==> src/b64e_pkg.sv <==
// ----------------------------------------------------------------------------
// b64e_pkg
// Shared types, constants and the character table of the base64 stream encoder.
// ----------------------------------------------------------------------------
`default_nettype none

package b64e_pkg;

  localparam logic [7:0] NL_CODE    = 8'd10;
  localparam logic [6:0] PAD_INDEX  = 7'd64;
  localparam logic [7:0] MIN_LINE   = 8'd4;
  localparam logic [7:0] LINE_RESET = 8'd76;

  // group queue between front and back
  localparam int QUEUE_DEPTH = 2;
  localparam int QPTR_W      = 1;
  localparam int QCNT_W      = 2;

  // one complete or short final group of input bytes
  typedef struct packed {
    logic [7:0] b0;
    logic [7:0] b1;
    logic [7:0] b2;
    logic [1:0] nbytes;
    logic       fin;
  } grp_t;

  // standard alphabet, index 64 is the pad character
  function automatic logic [7:0] b64_char(input logic [6:0] idx);
    logic [7:0] c;
    case (idx) inside
      [7'd0:7'd25]:  c = 8'(idx) + 8'd65;
      [7'd26:7'd51]: c = 8'(idx) + 8'd71;
      [7'd52:7'd61]: c = 8'(idx) - 8'd4;
      7'd62:         c = 8'd43;
      7'd63:         c = 8'd47;
      default:       c = 8'd61;
    endcase
    return c;
  endfunction

endpackage

`default_nettype wire

==> src/b64e_front.sv <==
// ----------------------------------------------------------------------------
// b64e_front
// Accepts input bytes, holds pending bytes and pushes complete or short final groups.
// ----------------------------------------------------------------------------
`default_nettype none

module b64e_front
  import b64e_pkg::*;
(
  input  wire logic       clk,
  input  wire logic       rst,
  input  wire logic       in_valid,
  output logic            in_stall,
  input  wire logic [7:0] data_byte,
  input  wire logic       final_byte,
  input  wire logic       q_full,
  output logic            push,
  output grp_t            push_grp
);

  logic [7:0] held_bytes [2];
  logic [1:0] held_count;
  logic [1:0] cnt;
  logic       accept;
  logic       group_done;

  assign in_stall   = q_full;
  assign accept     = in_valid && !in_stall;
  // a held count of three cannot arise, treat it as two
  assign cnt        = (held_count == 2'd3) ? 2'd2 : held_count;
  assign group_done = (cnt == 2'd2) || final_byte;
  assign push       = accept && group_done;

  always_comb begin
    push_grp.b0     = (cnt != 2'd0) ? held_bytes[0] : data_byte;
    push_grp.b1     = (cnt == 2'd2) ? held_bytes[1] :
                      ((cnt == 2'd1) ? data_byte : 8'd0);
    push_grp.b2     = (cnt == 2'd2) ? data_byte : 8'd0;
    push_grp.nbytes = cnt + 2'd1;
    push_grp.fin    = final_byte;
  end

  always_ff @(posedge clk) begin
    if (rst) begin
      held_count <= 2'd0;
    end else if (accept) begin
      if (group_done) begin
        held_count <= 2'd0;
      end else begin
        held_count <= cnt + 2'd1;
      end
    end
  end

  always_ff @(posedge clk) begin
    if (accept && !group_done) begin
      held_bytes[cnt[0]] <= data_byte;
    end
  end

endmodule

`default_nettype wire

==> src/b64e_queue.sv <==
// ----------------------------------------------------------------------------
// b64e_queue
// Short group queue that decouples the front from the character sequencer.
// ----------------------------------------------------------------------------
`default_nettype none

module b64e_queue
  import b64e_pkg::*;
(
  input  wire logic clk,
  input  wire logic rst,
  input  wire logic push,
  input  wire grp_t push_grp,
  input  wire logic pop,
  output logic      full,
  output logic      head_valid,
  output grp_t      head
);

  grp_t              entries [QUEUE_DEPTH];
  logic [QPTR_W-1:0] wr_ptr;
  logic [QPTR_W-1:0] rd_ptr;
  logic [QCNT_W-1:0] count;

  assign full       = (count == QCNT_W'(QUEUE_DEPTH));
  assign head_valid = (count != '0);
  assign head       = entries[rd_ptr];

  always_ff @(posedge clk) begin
    if (rst) begin
      wr_ptr <= '0;
      rd_ptr <= '0;
      count  <= '0;
    end else begin
      if (push) begin
        wr_ptr <= wr_ptr + QPTR_W'(1);
      end
      if (pop) begin
        rd_ptr <= rd_ptr + QPTR_W'(1);
      end
      if (push && !pop) begin
        count <= count + QCNT_W'(1);
      end else if (pop && !push) begin
        count <= count - QCNT_W'(1);
      end
    end
  end

  always_ff @(posedge clk) begin
    if (push) begin
      entries[wr_ptr] <= push_grp;
    end
  end

  a_no_overflow: assert property (@(posedge clk) disable iff (rst)
    push |-> !full || pop)
    else $error("group pushed into a full queue");

  a_no_underflow: assert property (@(posedge clk) disable iff (rst)
    pop |-> head_valid)
    else $error("group popped from an empty queue");

  a_count_range: assert property (@(posedge clk) disable iff (rst)
    count <= QCNT_W'(QUEUE_DEPTH))
    else $error("queue count beyond depth");

endmodule

`default_nettype wire

==> src/b64e_back.sv <==
// ----------------------------------------------------------------------------
// b64e_back
// Sequencer: one character or newline per unstalled cycle into the output register.
// ----------------------------------------------------------------------------
`default_nettype none

module b64e_back
  import b64e_pkg::*;
(
  input  wire logic       clk,
  input  wire logic       rst,
  input  wire logic       head_valid,
  input  wire grp_t       head,
  output logic            pop,
  input  wire logic [7:0] lim,
  output logic            out_valid,
  input  wire logic       out_stall,
  output logic [7:0]      char_code,
  output logic            run_last,
  output logic            stream_end
);

  logic [1:0] char_idx;
  logic [1:0] char_idx_next;
  logic       in_end;
  logic       in_end_next;
  logic [7:0] column_count;
  logic [7:0] column_count_next;
  logic       step;
  logic [6:0] idx [4];
  logic [7:0] emit_code;
  logic       emit_last;
  logic       emit_end;

  always_comb begin
    idx[0] = {1'b0, head.b0[7:2]};
    idx[1] = {1'b0, head.b0[1:0], head.b1[7:4]};
    idx[2] = {1'b0, head.b1[3:0], head.b2[7:6]};
    idx[3] = {1'b0, head.b2[5:0]};
    if (head.nbytes < 2'd2) begin
      idx[2] = PAD_INDEX;
    end
    if (head.nbytes < 2'd3) begin
      idx[3] = PAD_INDEX;
    end
  end

  assign step = head_valid && (!out_valid || !out_stall);

  always_comb begin
    char_idx_next     = char_idx;
    in_end_next       = in_end;
    column_count_next = column_count;
    emit_code         = NL_CODE;
    emit_last         = 1'b0;
    emit_end          = 1'b0;
    pop               = 1'b0;
    if (step) begin
      if (in_end) begin
        // trailing newline closes the stream
        emit_last         = 1'b1;
        emit_end          = 1'b1;
        column_count_next = 8'd0;
        in_end_next       = 1'b0;
        char_idx_next     = 2'd0;
        pop               = 1'b1;
      end else if (column_count >= lim) begin
        column_count_next = 8'd0;
      end else begin
        emit_code         = b64_char(idx[char_idx]);
        column_count_next = column_count + 8'd1;
        if (char_idx == 2'd3) begin
          char_idx_next = 2'd0;
          if (head.fin) begin
            in_end_next = 1'b1;
          end else begin
            emit_last = 1'b1;
            pop       = 1'b1;
          end
        end else begin
          char_idx_next = char_idx + 2'd1;
        end
      end
    end
  end

  always_ff @(posedge clk) begin
    if (rst) begin
      char_idx     <= 2'd0;
      in_end       <= 1'b0;
      column_count <= 8'd0;
      out_valid    <= 1'b0;
    end else begin
      char_idx     <= char_idx_next;
      in_end       <= in_end_next;
      column_count <= column_count_next;
      if (step) begin
        out_valid <= 1'b1;
      end else if (!out_stall) begin
        out_valid <= 1'b0;
      end
    end
  end

  always_ff @(posedge clk) begin
    if (step) begin
      char_code  <= emit_code;
      run_last   <= emit_last;
      stream_end <= emit_end;
    end
  end

  a_end_is_newline: assert property (@(posedge clk) disable iff (rst)
    out_valid && stream_end |-> run_last && (char_code == NL_CODE))
    else $error("stream end on something other than a closing newline");

  a_end_has_group: assert property (@(posedge clk) disable iff (rst)
    in_end |-> head_valid && head.fin)
    else $error("closing newline pending without a final group");

  a_pop_on_last: assert property (@(posedge clk) disable iff (rst)
    pop |=> out_valid && run_last)
    else $error("group retired without its last character");

endmodule

`default_nettype wire

==> src/base64_stream_encoder_core.sv <==
// ----------------------------------------------------------------------------
// base64_stream_encoder_core
// Base64 encoder with line wrapping: bytes in, characters out.
// ----------------------------------------------------------------------------
// Input channel: in_valid / in_stall with data_byte and final_byte; set
// final_byte on the last byte of a stream. Output channel: out_valid /
// out_stall with char_code, run_last (last character caused by an input item)
// and stream_end (closing newline). cfg_we / cfg_data set the line length,
// written only while the block is idle; values below 4 act as 4. The block
// itself does not enforce the idle condition; the user is bound to it.
// Throughput: one character per cycle out of the back sequencer while the
// receiver does not stall, a newline being inserted when a line is full and
// after a final group to close the stream. Any byte is taken while the
// queue has room.
// The byte completing a group writes the group into the queue; its
// characters then pass in turn to the output register once the sequencer
// reaches the group and the receiver does not stall.
// in_stall rises while the two-entry group queue is full. When the receiver
// stalls, the output register holds its character and the queue fills
// behind it. Reset clears pending bytes, column and queue, and sets the line
// length to 76.
// ----------------------------------------------------------------------------
`default_nettype none

module base64_stream_encoder_core
  import b64e_pkg::*;
(
  input  wire logic       clk,
  input  wire logic       rst,
  input  wire logic       cfg_we,
  input  wire logic [7:0] cfg_data,
  input  wire logic       in_valid,
  output logic            in_stall,
  input  wire logic [7:0] data_byte,
  input  wire logic       final_byte,
  output logic            out_valid,
  input  wire logic       out_stall,
  output logic [7:0]      char_code,
  output logic            run_last,
  output logic            stream_end
);

  logic [7:0] line_chars;
  logic [7:0] lim;
  logic       push;
  grp_t       push_grp;
  logic       pop;
  logic       q_full;
  logic       head_valid;
  grp_t       head;

  always_ff @(posedge clk) begin
    if (rst) begin
      line_chars <= LINE_RESET;
    end else if (cfg_we) begin
      line_chars <= cfg_data;
    end
  end

  assign lim = (line_chars < MIN_LINE) ? MIN_LINE : line_chars;

  b64e_front u_front (
    .clk        (clk),
    .rst        (rst),
    .in_valid   (in_valid),
    .in_stall   (in_stall),
    .data_byte  (data_byte),
    .final_byte (final_byte),
    .q_full     (q_full),
    .push       (push),
    .push_grp   (push_grp)
  );

  b64e_queue u_queue (
    .clk        (clk),
    .rst        (rst),
    .push       (push),
    .push_grp   (push_grp),
    .pop        (pop),
    .full       (q_full),
    .head_valid (head_valid),
    .head       (head)
  );

  b64e_back u_back (
    .clk        (clk),
    .rst        (rst),
    .head_valid (head_valid),
    .head       (head),
    .pop        (pop),
    .lim        (lim),
    .out_valid  (out_valid),
    .out_stall  (out_stall),
    .char_code  (char_code),
    .run_last   (run_last),
    .stream_end (stream_end)
  );

endmodule

`default_nettype wire
==> config.mk <==
export PLATFORM = sky130hd
export DESIGN_NAME = base64_stream_encoder_core
export DESIGN_NICKNAME = d
export VERILOG_FILES = /design/src/b64e_pkg.sv /design/src/b64e_front.sv /design/src/b64e_queue.sv /design/src/b64e_back.sv /design/src/base64_stream_encoder_core.sv
export SDC_FILE = /design/constraint.sdc
export NUM_CORES = 1
export LEC_CHECK = 0
export ABC_AREA = 1
export ABC_CLOCK_PERIOD_IN_PS = 6600
export BUFFER_PORTS_ARGS = -buffer_cell sky130_fd_sc_hd__buf_2
export CAP_MARGIN = 20
export CORE_UTILIZATION = 55
export CTS_CLUSTER_SIZE = 30
export DETAILED_ROUTE_END_ITERATION = 10
export PLACE_DENSITY = 0.73
export RECOVER_POWER = 25
export SYNTH_ARGS = -nofsm -noshare
export SYNTH_HDL_FRONTEND = slang
export SYNTH_SLANG_ARGS = --single-unit
==> constraint.sdc <==
create_clock -name clk -period 6.6 [get_ports clk]
set_input_delay 0.99 -clock clk [delete_from_list [all_inputs] [get_ports clk]]
set_output_delay 0.99 -clock clk [all_outputs]
set_load 0.02 [all_outputs]
Yosys cells after proc, flatten, opt, wreduce, memory -nomap -nowiden:

Memory sizes are Yosys's and may differ from the RTL's. A register that Yosys moved wholly into a read port is not among the register bits.
Cells that the tools add are included.

* flip-flop bits (word level): 36
* bits in latches: 0
* bits in writable memories: 70
* bits in read-only memories: 0
* bits of input ports: 22
* output and inout bits: 12
* logic and storage cells: 109
* memories kept: 2

Memory list
* u_queue.entries: depth 2, width 27, rd ports 1, clocked after memory_dff 1, write ports 1, RTL line b64e_queue.sv:20 `grp_t entries [QUEUE_DEPTH];`
* u_front.held_bytes: depth 2, width 8, rd ports 2, clocked after memory_dff 0, write ports 1, RTL line b64e_front.sv:21 `logic [7:0] held_bytes [2];`

* $add $sub $neg: 10
* $mul: 0
* divide/modulo/power cells: 0
* $lt $le $gt $ge: 11
* equal/unequal tests: 9
* shift-type cells: 0
* muxes and demuxes: 42
* bitwise logic cells: 1
* reduce and logical (&&, ||, !) cells: 22

Operators with widths (count)
* 8-bit two-way mux: 11
* 7-bit two-way mux: 4
* 1-bit two-way mux: 18
* 7-bit by 7-bit adder with 8-bit output (second input constant): 2
* 7-bit binary-select mux with 2-bit select: 1
* 7-bit by 6-bit equality test with 1-bit output (second input constant): 2
* 7-bit by 6-bit <= comparator with 1-bit output (second input constant): 2
* 2-bit two-way mux: 7
* 1-bit logical AND: 9
* 8-bit by 1-bit adder with 8-bit output (second input constant): 1
* 2-bit equality test (second input constant): 4
* 8-bit >= comparator: 1
* 8-bit by 3-bit less-than comparator with 1-bit output (second input constant): 1
* 7-bit by 3-bit subtractor with 8-bit output (second input constant): 1
* 7-bit by 1-bit >= comparator with 1-bit output (second input constant): 1
* 7-bit by 5-bit >= comparator with 1-bit output (second input constant): 1
* 7-bit by 6-bit >= comparator with 1-bit output (second input constant): 1
* 7-bit by 5-bit <= comparator with 1-bit output (second input constant): 1
* 2-bit by 1-bit adder with 2-bit output (second input constant): 3
* 1-bit zero test: 6
* 2-bit nonzero test: 3
* 5-bit two-way mux: 1
* 2-bit less-than comparator (second input constant): 2
* 2-bit by 1-bit != test with 1-bit output (second input constant): 2
* other kinds (8): 10

Depth between registers and ports, before layout:

Gate-level depths: netlist of run 1.

* depth in word-level cells: 11
* mapped depth: 20
* mapped depth without buffers: 20

Cells and area by module:

From an unflattened synthesis of run 1, not the netlist that was laid out.

* cell total of the unflattened synthesis: 528
* area, all modules: 5296.3 sq um

Modules (own cells, without submodules)
* b64e_queue: instances 1, cells each 117, area each 2278.4 sq um, seq. area each 1721.7 sq um
* b64e_back: instances 1, cells each 257, area each 1783.0 sq um, seq. area each 540.5 sq um
* b64e_front: instances 1, cells each 105, area each 900.9 sq um, seq. area each 520.5 sq um
* base64_stream_encoder_core: instances 1, cells each 49, area each 334.1 sq um, seq. area each 160.2 sq um

Worst setup path after synthesis of run 1:

Ideal clock, no wire load.

* kind: input to register
* start: input port in_valid
* end: memory u_queue.entries[1][0] (netlist bit), enable pin
* setup time: 0.412 ns
* arrival time: 2.540 ns
* required time: 6.188 ns
* setup slack: 3.647 ns
* stages on the path: 4
* path buffers: 0
* cells stage by stage: o21ai_0 -> nor2_1 -> inv_1 -> nor2_1

* cells in the longest elaborated chain, start to end: 4

RTL lines
* start, declared: RTL line base64_stream_encoder_core.sv:32 `input wire logic in_valid,`
* 1-bit logical AND: RTL line b64e_front.sv:28 `assign accept = in_valid && !in_stall;`
* 1-bit logical AND: RTL line b64e_front.sv:32 `assign push = accept && group_done;`
* net push: RTL line base64_stream_encoder_core.sv:45 `logic push;`
* 1-bit two-way mux: RTL line b64e_queue.sv:50 `if (push) begin`
* 1-bit two-way mux (not written as such): RTL line b64e_queue.sv:51 `entries[wr_ptr] <= push_grp;`
* end, declared: RTL line b64e_queue.sv:20

The timed path passes the listed nets, and every way through them passes these cells.

==> results of run 1 <==
## worst register-to-register path: stages (launching register included)
cell and delay, ns:
dfxtp_1 0.86, inv_2 0.44, nand2_1 0.19, nand2_2 0.13, nand2_1 0.13, nor2_4 0.05, nand2_1 0.08, nand2_1 0.05
nand2_1 0.17, inv_2 0.10, ha_1 0.22, nand2_1 0.08, inv_1 0.04, a21oi_1 0.13, nand2_1 0.10, nand3_4 0.11
nand2_1 0.11, inv_2 0.06, nand2_1 0.04, nor2_1 0.08, nor2_1 0.04
## flip-flops by register name (all words and copies together), names as in the netlist, named ones only
register,count
u_queue.wr_ptr,1
u_queue.count,2
u_back.char_idx,2
u_back.out_valid,1
u_back.column_count,8
u_queue.entries,54
u_back.run_last,1
line_chars,8
u_front.held_count,2
u_queue.rd_ptr,1
u_front.held_bytes,16
u_back.char_code,8
u_back.stream_end,1
u_back.in_end,1
## kinds of logic after synthesis
family | count (synthesis)
xor gates and xnor gates | 12
muxes | 1
buffers and inverters | 83
DFF | 107
AOI/OAI and AO/OA | 78
and+or+nand+nor | 280
adders and majority gates | 18
## worst max-delay path by stage
stage	from	endpoint	depth (start not counted)
floorplan	in_valid	u_queue.entries[1][0]	4
global placement	flop	u_back.char_code[2]	20
detailed placement	flop	u_back.char_code[2]	20
CTS	flop	u_back.char_code[2]	20
global route	flop	u_back.char_code[2]	20
finish	flop	u_back.char_code[2]	20
## cells in the final DEF (no fill, tap or decap), types with 2 or more instances in the layout
master	synthesis	final
inv_1	61	61
dfxtp_1	27	27
clkinv_1	3	3
nand2_1	153	153
clkbuf_8	0	9
inv_8	0	2
o21ai_0	36	37
nor3b_1	2	2
xor2_1	10	10
nor2_1	62	60
o211ai_2	2	2
edfxtp_1	80	80
buf_4	1	2
o21ai_2	2	2
ha_1	18	18
clkinv_4	0	2
o211ai_1	4	4
xnor2_1	2	2
inv_2	4	4
nand3_2	3	3
a21oi_1	24	24
nand2_2	6	6
a21boi_1	2	2
nand4_1	4	4
clkinv_8	0	2
nor3_1	7	7
nand3_1	30	30
buf_2	5	23
clkbuf_1	7	10
nor2_2	4	6
a211oi_1	3	3
## stage by stage
stage	setup slack (ns)	power [uW]
after floorplan	3.647	1048
after global placement	3.281	1127
after detailed placement	3.191	1131
after CTS	3.182	1524
after global routing	2.748	1599
final	3.170	1515
## cell type report
class | count | area (sq um) | share of cell area, %
clock buffer | 9 | 123.9 | 2.166
clock inverter | 7 | 81.33 | 1.422
inverter | 68 | 255.2 | 4.463
multi-input combinational | 389 | 1987 | 34.74
sequential | 107 | 2943 | 51.45
tap | 129 | 161.4 | 2.822
timing repair buffer | 35 | 167.7 | 2.932
## layer usage
layer  vias up  GRT usage (%)
met4         0          8.258
li1       1980              -
met3        11          2.994
met5         -              0
met1      1751          30.56
met2        83          36.23
## power by group
group          internal (uW)  total (uW)  switching [uW]  leakage, uW
clock                    152         400             248     0.000103
sequential               772         792            19.1     0.000981
combinational            105         324             219      0.00136
==> flow_summary.ini, run 1 <==
[logic_synthesis]
synth_enable_flop_cells = 80
synth_top_family_by_area = simple AND/OR/NAND/NOR gates
synth_top_flop_cell = edfxtp_1
synth_xor_area_share_pct = 1.998
synth_commonest_cells = nand2_1 (153), edfxtp_1 (80), nor2_1 (62)
avgSynthCellArea_sq_um = 9.087
synth_seq_area_share_pct = 55.93
ys_types = 41
yosys.area_share.simple_pct = 22.78
synth.area.mux_share_pct = 0.1902
synth.most_common_cell = nand2_1
synth_cells = 579
synth_area_leaders = edfxtp_1 (46%), nand2_1 (11%), dfxtp_1 (10%)
ys_async_sr_fraction_pct = 0
yosys.area.top_type_share_pct = 45.66
synth_fa_ha_area_share_pct = 4.281
synth_area_sq_mm = 0.005261
synth-seq-cells = 107
synth_top_area_cell = edfxtp_1
synth-compound-area-share_pct = 8.419
synth_fp_nets = 619
yosysWarnings = 0

[cells_and_area]
final_layout_size_suffix_gt1_share_pct = 10.89
final_cells = 744
final_area_sq_mm = 0.005719
nets = 650
final_core_util_pct = 61.90
syn_to_final_growth_pct = 8.704
fillers = 756
antenna_cells = 0

[clock_network]
cts_setup_buffers = 0
clock_sink_count = 107
clock_latency_ns = 0.37
cts_tree = built
numCtsBuffers = 9
cts_hold_buf = 0
cts_buffer_depth = 2
htree_num_levels = 3
clk_pin_slew_worst_paths_ns = 0.11
cts-resized-gates = 0
root_buffer = clkbuf_8

[placement]
dp_hpwl_mm = 7.308
place_congestion = 0.9183
dp_cells = 728
place_area_sq_mm = 0.005527
portBuffers = 33

[timing]
setup_viol = 0
fin_setup_tns_ns = 0
fin_crit_ns = 3.430
fin_hold_ws_ns = 0.4837
rsz0062_at_grt = false
drv_slew = 0
timing.fmax_ghz = 0.2915
period_share_pct = 51.97
slew_headroom_pct = 40.94
clock_skew_ns = 0.01487
hold_viol = 0
worstMarginPinSlew_ns = 0.8767

[pwr]
power_density_mw_per_mm2 = 264.9
ir_worst_vdd_v = 0.0001669
power.leakage_uw = 0.002443

[min_path]
hp-class = reg2reg
hold_path_end = u_queue.rd_ptr
hold_start = u_queue.rd_ptr
holdPathStages = 2

[setup_path]
rr_worst_depth = 20
crit_type = reg2reg
cp_num_buf_inv = 4
cp-start-kind = flop
worstReg2RegEnd = u_back.char_code[2]
required_ns = 6.74
crit_chain = inv_2 > nand2_1 > nand2_2 > nand2_1 > nor2_4 > nand2_1 > nand2_1 > nand2_1 > inv_2 > ha_1 > nand2_1 > inv_1 > a21oi_1 > nand2_1 > nand3_4 > nand2_1 > inv_2 > nand2_1 > nor2_1 > nor2_1
slowest_delay_ns = 0.86
worstPathMaxFanout = 32
r2r_slack_ns = 3.17
end_kind = flop
crit_path_frequent_cell = nand2_1
crit_family = simple AND/OR/NAND/NOR gates
cp_slowest_cell = dfxtp_1
critPathArrivalTime_ns = 3.57

[global_routing]
grt_pass1_vias = 3675
grt_pass1_wl_mm = 17.26
antenna_found_initial = 0
grt_use_total_pct = 22.23
overflow = 0
grt_max_degree = 33

[die]
die_y_microns = 99.81
core_area_sq_mm = 0.009240
dieArea_sq_mm = 0.009961
ios = 34
initial_core_util_pct = 56.94
rows = 35
die_w_microns = 99.81

[routing]
wl_met1_mm = 4.872
top_layer = met4
drc = 0
routed_via_density = 5.141
firstDrtPassIters = 5
wl_per_cell_microns = 13.49
wl_mm = 10.03
wl_met3_microns = 392
vias = 3825
drtIter0Drc = 249
route.met2.wl_mm = 4.642
drtAntennaViolNets = 0

[job]
drv_cap = 0

[outcome]
status = complete, no violations
Note: power is estimated with default switching activity, not from simulation.
==> run 2, diff against run 1 <==
--- a/config.mk
+++ b/config.mk
@@ -5,14 +5,14 @@
 export SDC_FILE = /design/constraint.sdc
 export NUM_CORES = 1
 export LEC_CHECK = 0
-export ABC_AREA = 1
-export ABC_CLOCK_PERIOD_IN_PS = 6600
+export ABC_AREA = 0
+export ABC_CLOCK_PERIOD_IN_PS = 2790
 export BUFFER_PORTS_ARGS = -buffer_cell sky130_fd_sc_hd__buf_2
 export CAP_MARGIN = 20
-export CORE_UTILIZATION = 55
+export CORE_UTILIZATION = 54
 export CTS_CLUSTER_SIZE = 30
 export DETAILED_ROUTE_END_ITERATION = 10
-export PLACE_DENSITY = 0.73
+export PLACE_DENSITY = 0.75
 export RECOVER_POWER = 25
 export SYNTH_ARGS = -nofsm -noshare
 export SYNTH_HDL_FRONTEND = slang
==> constraint.sdc (replaced) <==
create_clock -name clk -period 2.79 [get_ports clk]
set_input_delay 0.4185 -clock clk [delete_from_list [all_inputs] [get_ports clk]]
set_output_delay 0.4185 -clock clk [all_outputs]
set_load 0.02 [all_outputs]
==> run 2 against run 1 <==
The run now ends with negative setup slack left. Critical endpoint is now u_queue.count[1]. Clock-buffer cell count stayed put. Utilization is 10 points higher. Die area is 2.5% lower. Area after synthesis is 4.4% lower. Non-clock buffer count is 65 higher. Sequential share of layout area is 5.5 points lower. Largest cell class unchanged. Design area is 12% higher. Setup slack worse by 3.4 ns. Register-to-register slack worse by 3.4 ns. Clock skew is 0.0024 ns higher. Critical path type unchanged. Combinational power grew to 3.3 times the previous value.
==> flow_summary.ini, run 2 <==
[outcome]
status = finished, violations left
violations = negative setup slack

[placement]
dp_hpwl_mm = 6.827
place_area_sq_mm = 0.005754
dp_cells = 570
portBuffers = 33
place_congestion = 0.8099

[clock_network]
cts_hold_buf = 0
clk_pin_slew_worst_paths_ns = 0.12
cts_buffer_depth = 2
htree_num_levels = 3
numCtsBuffers = 9
cts_tree = built
clock_sink_count = 107
root_buffer = clkbuf_8
clock_latency_ns = 0.37

[timing]
slew_headroom_pct = 49.91
fin_crit_ns = 3.060
hold_viol = 0
fin_ws_ns = -0.2701
rsz0062_at_grt = true
drv_slew = 0
fin_hold_ws_ns = 0.2592
setup_viol = 10
period_share_pct = 109.7
worstMarginPinSlew_ns = 0.7498
clock_skew_ns = 0.01725
timing.fmax_ghz = 0.3268

[setup_path]
end_kind = flop
required_ns = 3.10
crit_type = reg2reg
slowest_delay_ns = 0.35
cp_slowest_cell = dfxtp_2
cp-start-kind = flop
crit_start = line_chars[3]
r2r_slack_ns = -0.27
worstReg2RegStart = line_chars[3]
critPathArrivalTime_ns = 3.37
crit_chain = nor4_4 > nand2_1 > and2_1 > ha_1 > nand2b_4 > a21o_1 > a21oi_2 > o21ai_2 > o41ai_4 > a31oi_2 > inv_1 > nand2_2 > ha_4 > xor2_1 > or3_1 > a21oi_1
worstPathMaxFanout = 3

[min_path]
hp-class = in2reg
hold_start = cfg_data[6]

[routing]
wl_met3_microns = 363
drc = 0
drtIter0Drc = 132
vias = 3404
routed_via_density = 5.636
firstDrtPassIters = 7
wl_met1_mm = 4.532
top_layer = met4
route.met2.wl_mm = 5.685
wl_mm = 10.80
wl_per_cell_microns = 17.88
drtAntennaViolNets = 0

[cells_and_area]
final_area_sq_mm = 0.006419
final_core_util_pct = 72.19
layout_common_cells = edfxtp_1 (80), buf_4 (51), nor2_1 (28)
largest-register = u_queue.entries
syn_to_final_growth_pct = 27.58
final_cells = 604
final_common_cell = edfxtp_1
register_area_sq_mm = 0.002949
largest_reg_flops = 54
fillers = 576
antenna_cells = 0
final_layout_size_suffix_gt1_share_pct = 36.90
multi_input_area_sq_mm = 0.002298
nets = 531

[die]
initial_core_util_pct = 56.59
die_w_microns = 98.53
core_area_sq_mm = 0.008891
ios = 34
rows = 34
dieArea_sq_mm = 0.009707
die_y_microns = 98.53

[logic_synthesis]
synth_area_leaders = edfxtp_1 (48%), dfxtp_1 (11%), ha_1 (4.5%)
synth_top_area_cell = edfxtp_1
synth_cells = 391
synth_enable_flop_cells = 80
ys_async_sr_fraction_pct = 0
yosys.area.top_type_share_pct = 47.75
synth_fp_nets = 431
synth.most_common_cell = edfxtp_1
ys_types = 61
synth_seq_area_share_pct = 58.49
avgSynthCellArea_sq_um = 12.87
yosysWarnings = 0
synth_commonest_cells = edfxtp_1 (80), nor2_1 (30), dfxtp_1 (27)
synth-seq-cells = 107
synth_area_sq_mm = 0.005031
synth_top_flop_cell = edfxtp_1

[global_routing]
grt_pass1_vias = 3616
grt_pass1_wl_mm = 17.26
overflow = 0
antenna_found_initial = 0
grt_max_degree = 28
grt_use_total_pct = 22.84

[pwr]
p_switching_uw = 1200
pwr-share-clk_pct = 23.9
power_density_mw_per_mm2 = 603.4
power.leakage_uw = 0.002396
switching_share_pct = 30.99
ir_worst_vdd_v = 0.0004310
p_seq_share_pct = 48.1
p_int_uw = 2673
p_comb_share_pct = 28.0

[job]
drv_cap = 0
-- run 2: cell types whose count changed after synthesis, sizes merged, moves of 6 or more --
cell,change
nand2,-133
inv,-49
nor2,-37
nand3,-28
o21ai,-28
mux2,+21
mux2i,+20
and2,+11
a221oi,+8
a22o,+8
a21oi,-7
o22ai,+6
-- run 2: what timing repair did --
item	CTS	global route
setup endpoints to repair	16	19
cloned	2	1
pin swaps	27	11
hold endpoints to repair	0	0
setup buffers	11	8
gates resized for setup	42	20
-- run 2: cell type report --
cell class / instances / area share, %
clock inverter: 7 / 1.209
inverter: 17 / 0.9942
timing repair buffer: 100 / 12.01
multi-input combinational: 256 / 35.81
clock buffer: 9 / 1.930
sequential: 107 / 45.95
tap: 108 / 2.105
-- run 2: kinds of logic after synthesis --
group | after synthesis | share of synthesized area (%)
and+or+nand+nor | 109 | 10.82
buffers and inverters | 29 | 2.884
AOI/OAI and AO/OA | 74 | 12.06
adders and majority gates | 18 | 4.477
xor gates and xnor gates | 12 | 2.089
muxes | 42 | 9.177
DFF | 107 | 58.49
-- run 2: path summary, 6_finish.rpt --
path,depth (start not counted),to
setup reg to reg,16,u_queue.count[1]
hold reg to reg,2,u_back.out_valid
setup / recovery,16,u_queue.count[1]
hold / removal,3,line_chars[6]
-- run 2: power by group through the flow --
stage	Clock (uW)	Sequential [uW]	Combinational (uW)
CTS	951	1860	986
finish	925	1860	1080
global route	995	1870	1160
detailed placement	0	1900	818
global placement	0	1890	796
floorplan	0	1930	497
-- run 2: per-stage QoR --
| step | setup TNS (ns) | power, uW | worst slack (ns) |
|---|---|---|---|
| after floorplan | -0.3506 | 2423 | -0.2856 |
| after global placement | -0.4789 | 2690 | -0.2610 |
| after detailed placement | -1.474 | 2717 | -0.3714 |
| after CTS | -0.3882 | 3800 | -0.2449 |
| after global routing | -3.010 | 4031 | -0.4291 |
| final | -0.9345 | 3873 | -0.2701 |
-- run 2: layer usage --
layer,vias to the layer above,GRT usage (%)
li1,1660,-
met3,22,4.255
met2,64,39.76
met1,1658,28.47
met5,-,0
met4,0,8.496
-- run 2: worst max-delay path: cells and delay by family (launching register included) --
family,cells,cell delay [ns]
compound gates,6,0.91
flops,1,0.35
buf+inv,1,0.11
simple gates,6,1.05
fa+ha+maj,2,0.43
xor+xnor,1,0.15
==> run 3, diff against run 2 <==
--- a/config.mk
+++ b/config.mk
@@ -5,14 +5,14 @@
 export SDC_FILE = /design/constraint.sdc
 export NUM_CORES = 1
 export LEC_CHECK = 0
-export ABC_AREA = 0
+export ABC_AREA = 1
 export ABC_CLOCK_PERIOD_IN_PS = 2790
 export BUFFER_PORTS_ARGS = -buffer_cell sky130_fd_sc_hd__buf_2
 export CAP_MARGIN = 20
-export CORE_UTILIZATION = 54
+export CORE_UTILIZATION = 55
 export CTS_CLUSTER_SIZE = 30
 export DETAILED_ROUTE_END_ITERATION = 10
-export PLACE_DENSITY = 0.75
+export PLACE_DENSITY = 0.76
 export RECOVER_POWER = 25
 export SYNTH_ARGS = -nofsm -noshare
 export SYNTH_HDL_FRONTEND = slang
==> run 3 against run 2 <==
The run now ends clean. Total power decreased by 7.0%. Non-clock buffer count decreased by 51. Sequential cell count unchanged. Clock skew decreased by 0.0087 ns. First-iteration DRC count increased by 100%. Clock power decreased by 2%. Combinational power decreased by 23%. Global-route usage increased by 0.23 points. Worst hold slack improved by 0.0048 ns. Die area increased by 2.6%. Register-to-register slack improved by 0.50 ns. Critical path depth unchanged.
==> flow_summary.ini, run 3 (synthesis results as in run 1) <==
[global_routing]
gr-usage-met2_pct = 37.72
met3_usage_pct = 3.412
grt_busiest_layer = met2
grt_pass1_wl_mm = 17.60
grt_max_degree = 28
met1_usage_pct = 30.18
antenna_found_initial = 0
grt_pass1_vias = 3846
grt_use_total_pct = 23.07
overflow = 0

[cells_and_area]
final_core_util_pct = 63.22
largest_reg_flops = 54
final_common_cell = nand2_1
layout_common_cells = nand2_1 (152), edfxtp_1 (80), inv_1 (60), nor2_1 (60), o21ai_0 (34)
nets = 664
largest-register = u_queue.entries
syn_to_final_growth_pct = 11.03
antenna_cells = 0
fillers = 756
final_layout_size_suffix_gt1_share_pct = 13.51

[placement]
dp_hpwl_mm = 7.856
portBuffers = 33
place_congestion = 0.9669

[setup_path]
worstReg2RegEnd = u_queue.count[1]
crit_path_frequent_cell = nand2_1
cp_slowest_cell = dfxtp_1
r2r_slack_ns = 0.23
cp-start-kind = flop
cp_num_buf_inv = 1
critPathArrivalTime_ns = 2.83
slowest_delay_ns = 0.34
crit_family = simple AND/OR/NAND/NOR gates
crit_chain = nor4_2 > nand3_1 > nand2_1 > inv_1 > ha_1 > nand2_1 > o21ai_0 > nand2_1 > nand3_2 > o21ai_2 > nand2_2 > ha_1 > a21oi_1 > o21ai_1 > o21ai_1 > a21oi_1
worstReg2RegStart = line_chars[6]
rr_worst_depth = 16
end_kind = flop
required_ns = 3.06
worstPathMaxFanout = 4
crit_type = reg2reg

[timing]
timing.fmax_ghz = 0.3901
hold_viol = 0
fin_setup_tns_ns = 0
rsz0062_at_grt = false
setup_viol = 0
slew_headroom_pct = 41.28
worstMarginPinSlew_ns = 0.8716
period_share_pct = 91.87
clock_skew_ns = 0.008594
fin_hold_ws_ns = 0.2640
drv_slew = 0
fin_crit_ns = 2.563

[pwr]
power.leakage_uw = 0.002499
ir_worst_vdd_v = 0.0003840
p_comb_share_pct = 23.0
power_density_mw_per_mm2 = 616.8
p_seq_share_pct = 51.7
total_power_uw = 3603
switching_share_pct = 32.02
p_switching_uw = 1154
pwr-share-clk_pct = 25.3
p_int_uw = 2450

[die]
ios = 34
die_y_microns = 99.81
rows = 35
dieArea_sq_mm = 0.009961
die_w_microns = 99.81
core_area_sq_mm = 0.009240
initial_core_util_pct = 56.94

[clock_network]
numCtsBuffers = 9
clk_pin_slew_worst_paths_ns = 0.10
cts_hold_buf = 0
cts_tree = built
htree_num_levels = 3
clock_latency_ns = 0.37
cts_buffer_depth = 2
clock_sink_count = 107
root_buffer = clkbuf_8
cts_setup_buffers = 0

[min_path]
hold_path_end = line_chars[2]
hp-class = in2reg
hold_start = cfg_data[2]
holdPathStages = 3

[routing]
drtAntennaViolNets = 0
firstDrtPassIters = 5
drtIter0Drc = 270
routed_via_density = 5.218
wl_mm = 10.63
drc = 0
wl_per_cell_microns = 14.03
vias = 3955

[outcome]
status = complete, no violations

[job]
drv_cap = 0
run 3: worst max path at each step:
stage,from,to,slack (ns),cells after the start
floorplan,u_front.held_count[1],u_queue.entries[1][0],0.31,5
global placement,line_chars[6],u_queue.count[1],0.22,16
detailed placement,line_chars[6],u_queue.count[1],0.05,16
CTS,line_chars[6],u_queue.count[1],0.04,16
global route,flop,u_back.char_code[1],0.008,17
finish,line_chars[6],u_queue.count[1],0.23,16
run 3: routing by layer:
metal  vias up  routed length (microns)
met5         -                        0
met4         0                      275
met3        25                      521
met2       117                     5018
met1      1817                     4815
li1       1996                        -
run 3: worst reg2reg max path, stage by stage (launching register included):
cell and delay [ns]:
dfxtp_1 0.34, nor4_2 0.27, nand3_1 0.15, nand2_1 0.08
inv_1 0.04, ha_1 0.28, nand2_1 0.09, o21ai_0 0.12
nand2_1 0.09, nand3_2 0.09, o21ai_2 0.17, nand2_2 0.09
ha_1 0.30, a21oi_1 0.11, o21ai_1 0.09, o21ai_1 0.12
a21oi_1 0.05
run 3: repair_timing:
| item | in CTS | in global routing |
|---|---|---|
| setup endpoints to repair | 0 | 7 |
| endpoints found under the hold margin | 0 | 0 |
| gates resized for setup | 0 | 13 |
run 3: power groups by stage:
stage          combinational, uW  sequential, uW  clock, uW
5_1_grt                      934            1870        981
2_1_floorplan                548            1930          0
3_3_place_gp                 793            1890          0
6_report                     830            1860        911
3_5_place_dp                 812            1900          0
4_1_cts                      816            1860        927
run 3: area by class of cell:
cell class	count	area (sq um)	area share, %
clock inverter	7	72.57	1.242
inverter	68	257.7	4.412
tap	129	161.4	2.763
multi-input combinational	389	2016	34.50
timing repair buffer	49	266.5	4.562
sequential	107	2944	50.40
clock buffer	9	123.9	2.120
run 3: stage by stage:
| step | instance area, sq um | setup slack, ns | std cells |
|---|---|---|---|
| final | 5842 | 0.2268 | 758 |
| after global placement | 5632 | 0.2240 | 742 |
| after CTS | 5828 | 0.03812 | 758 |
| after global routing | 5842 | 0.007987 | 758 |
| after detailed placement | 5632 | 0.04764 | 742 |
| after floorplan | 5261 | 0.3092 | 579 |
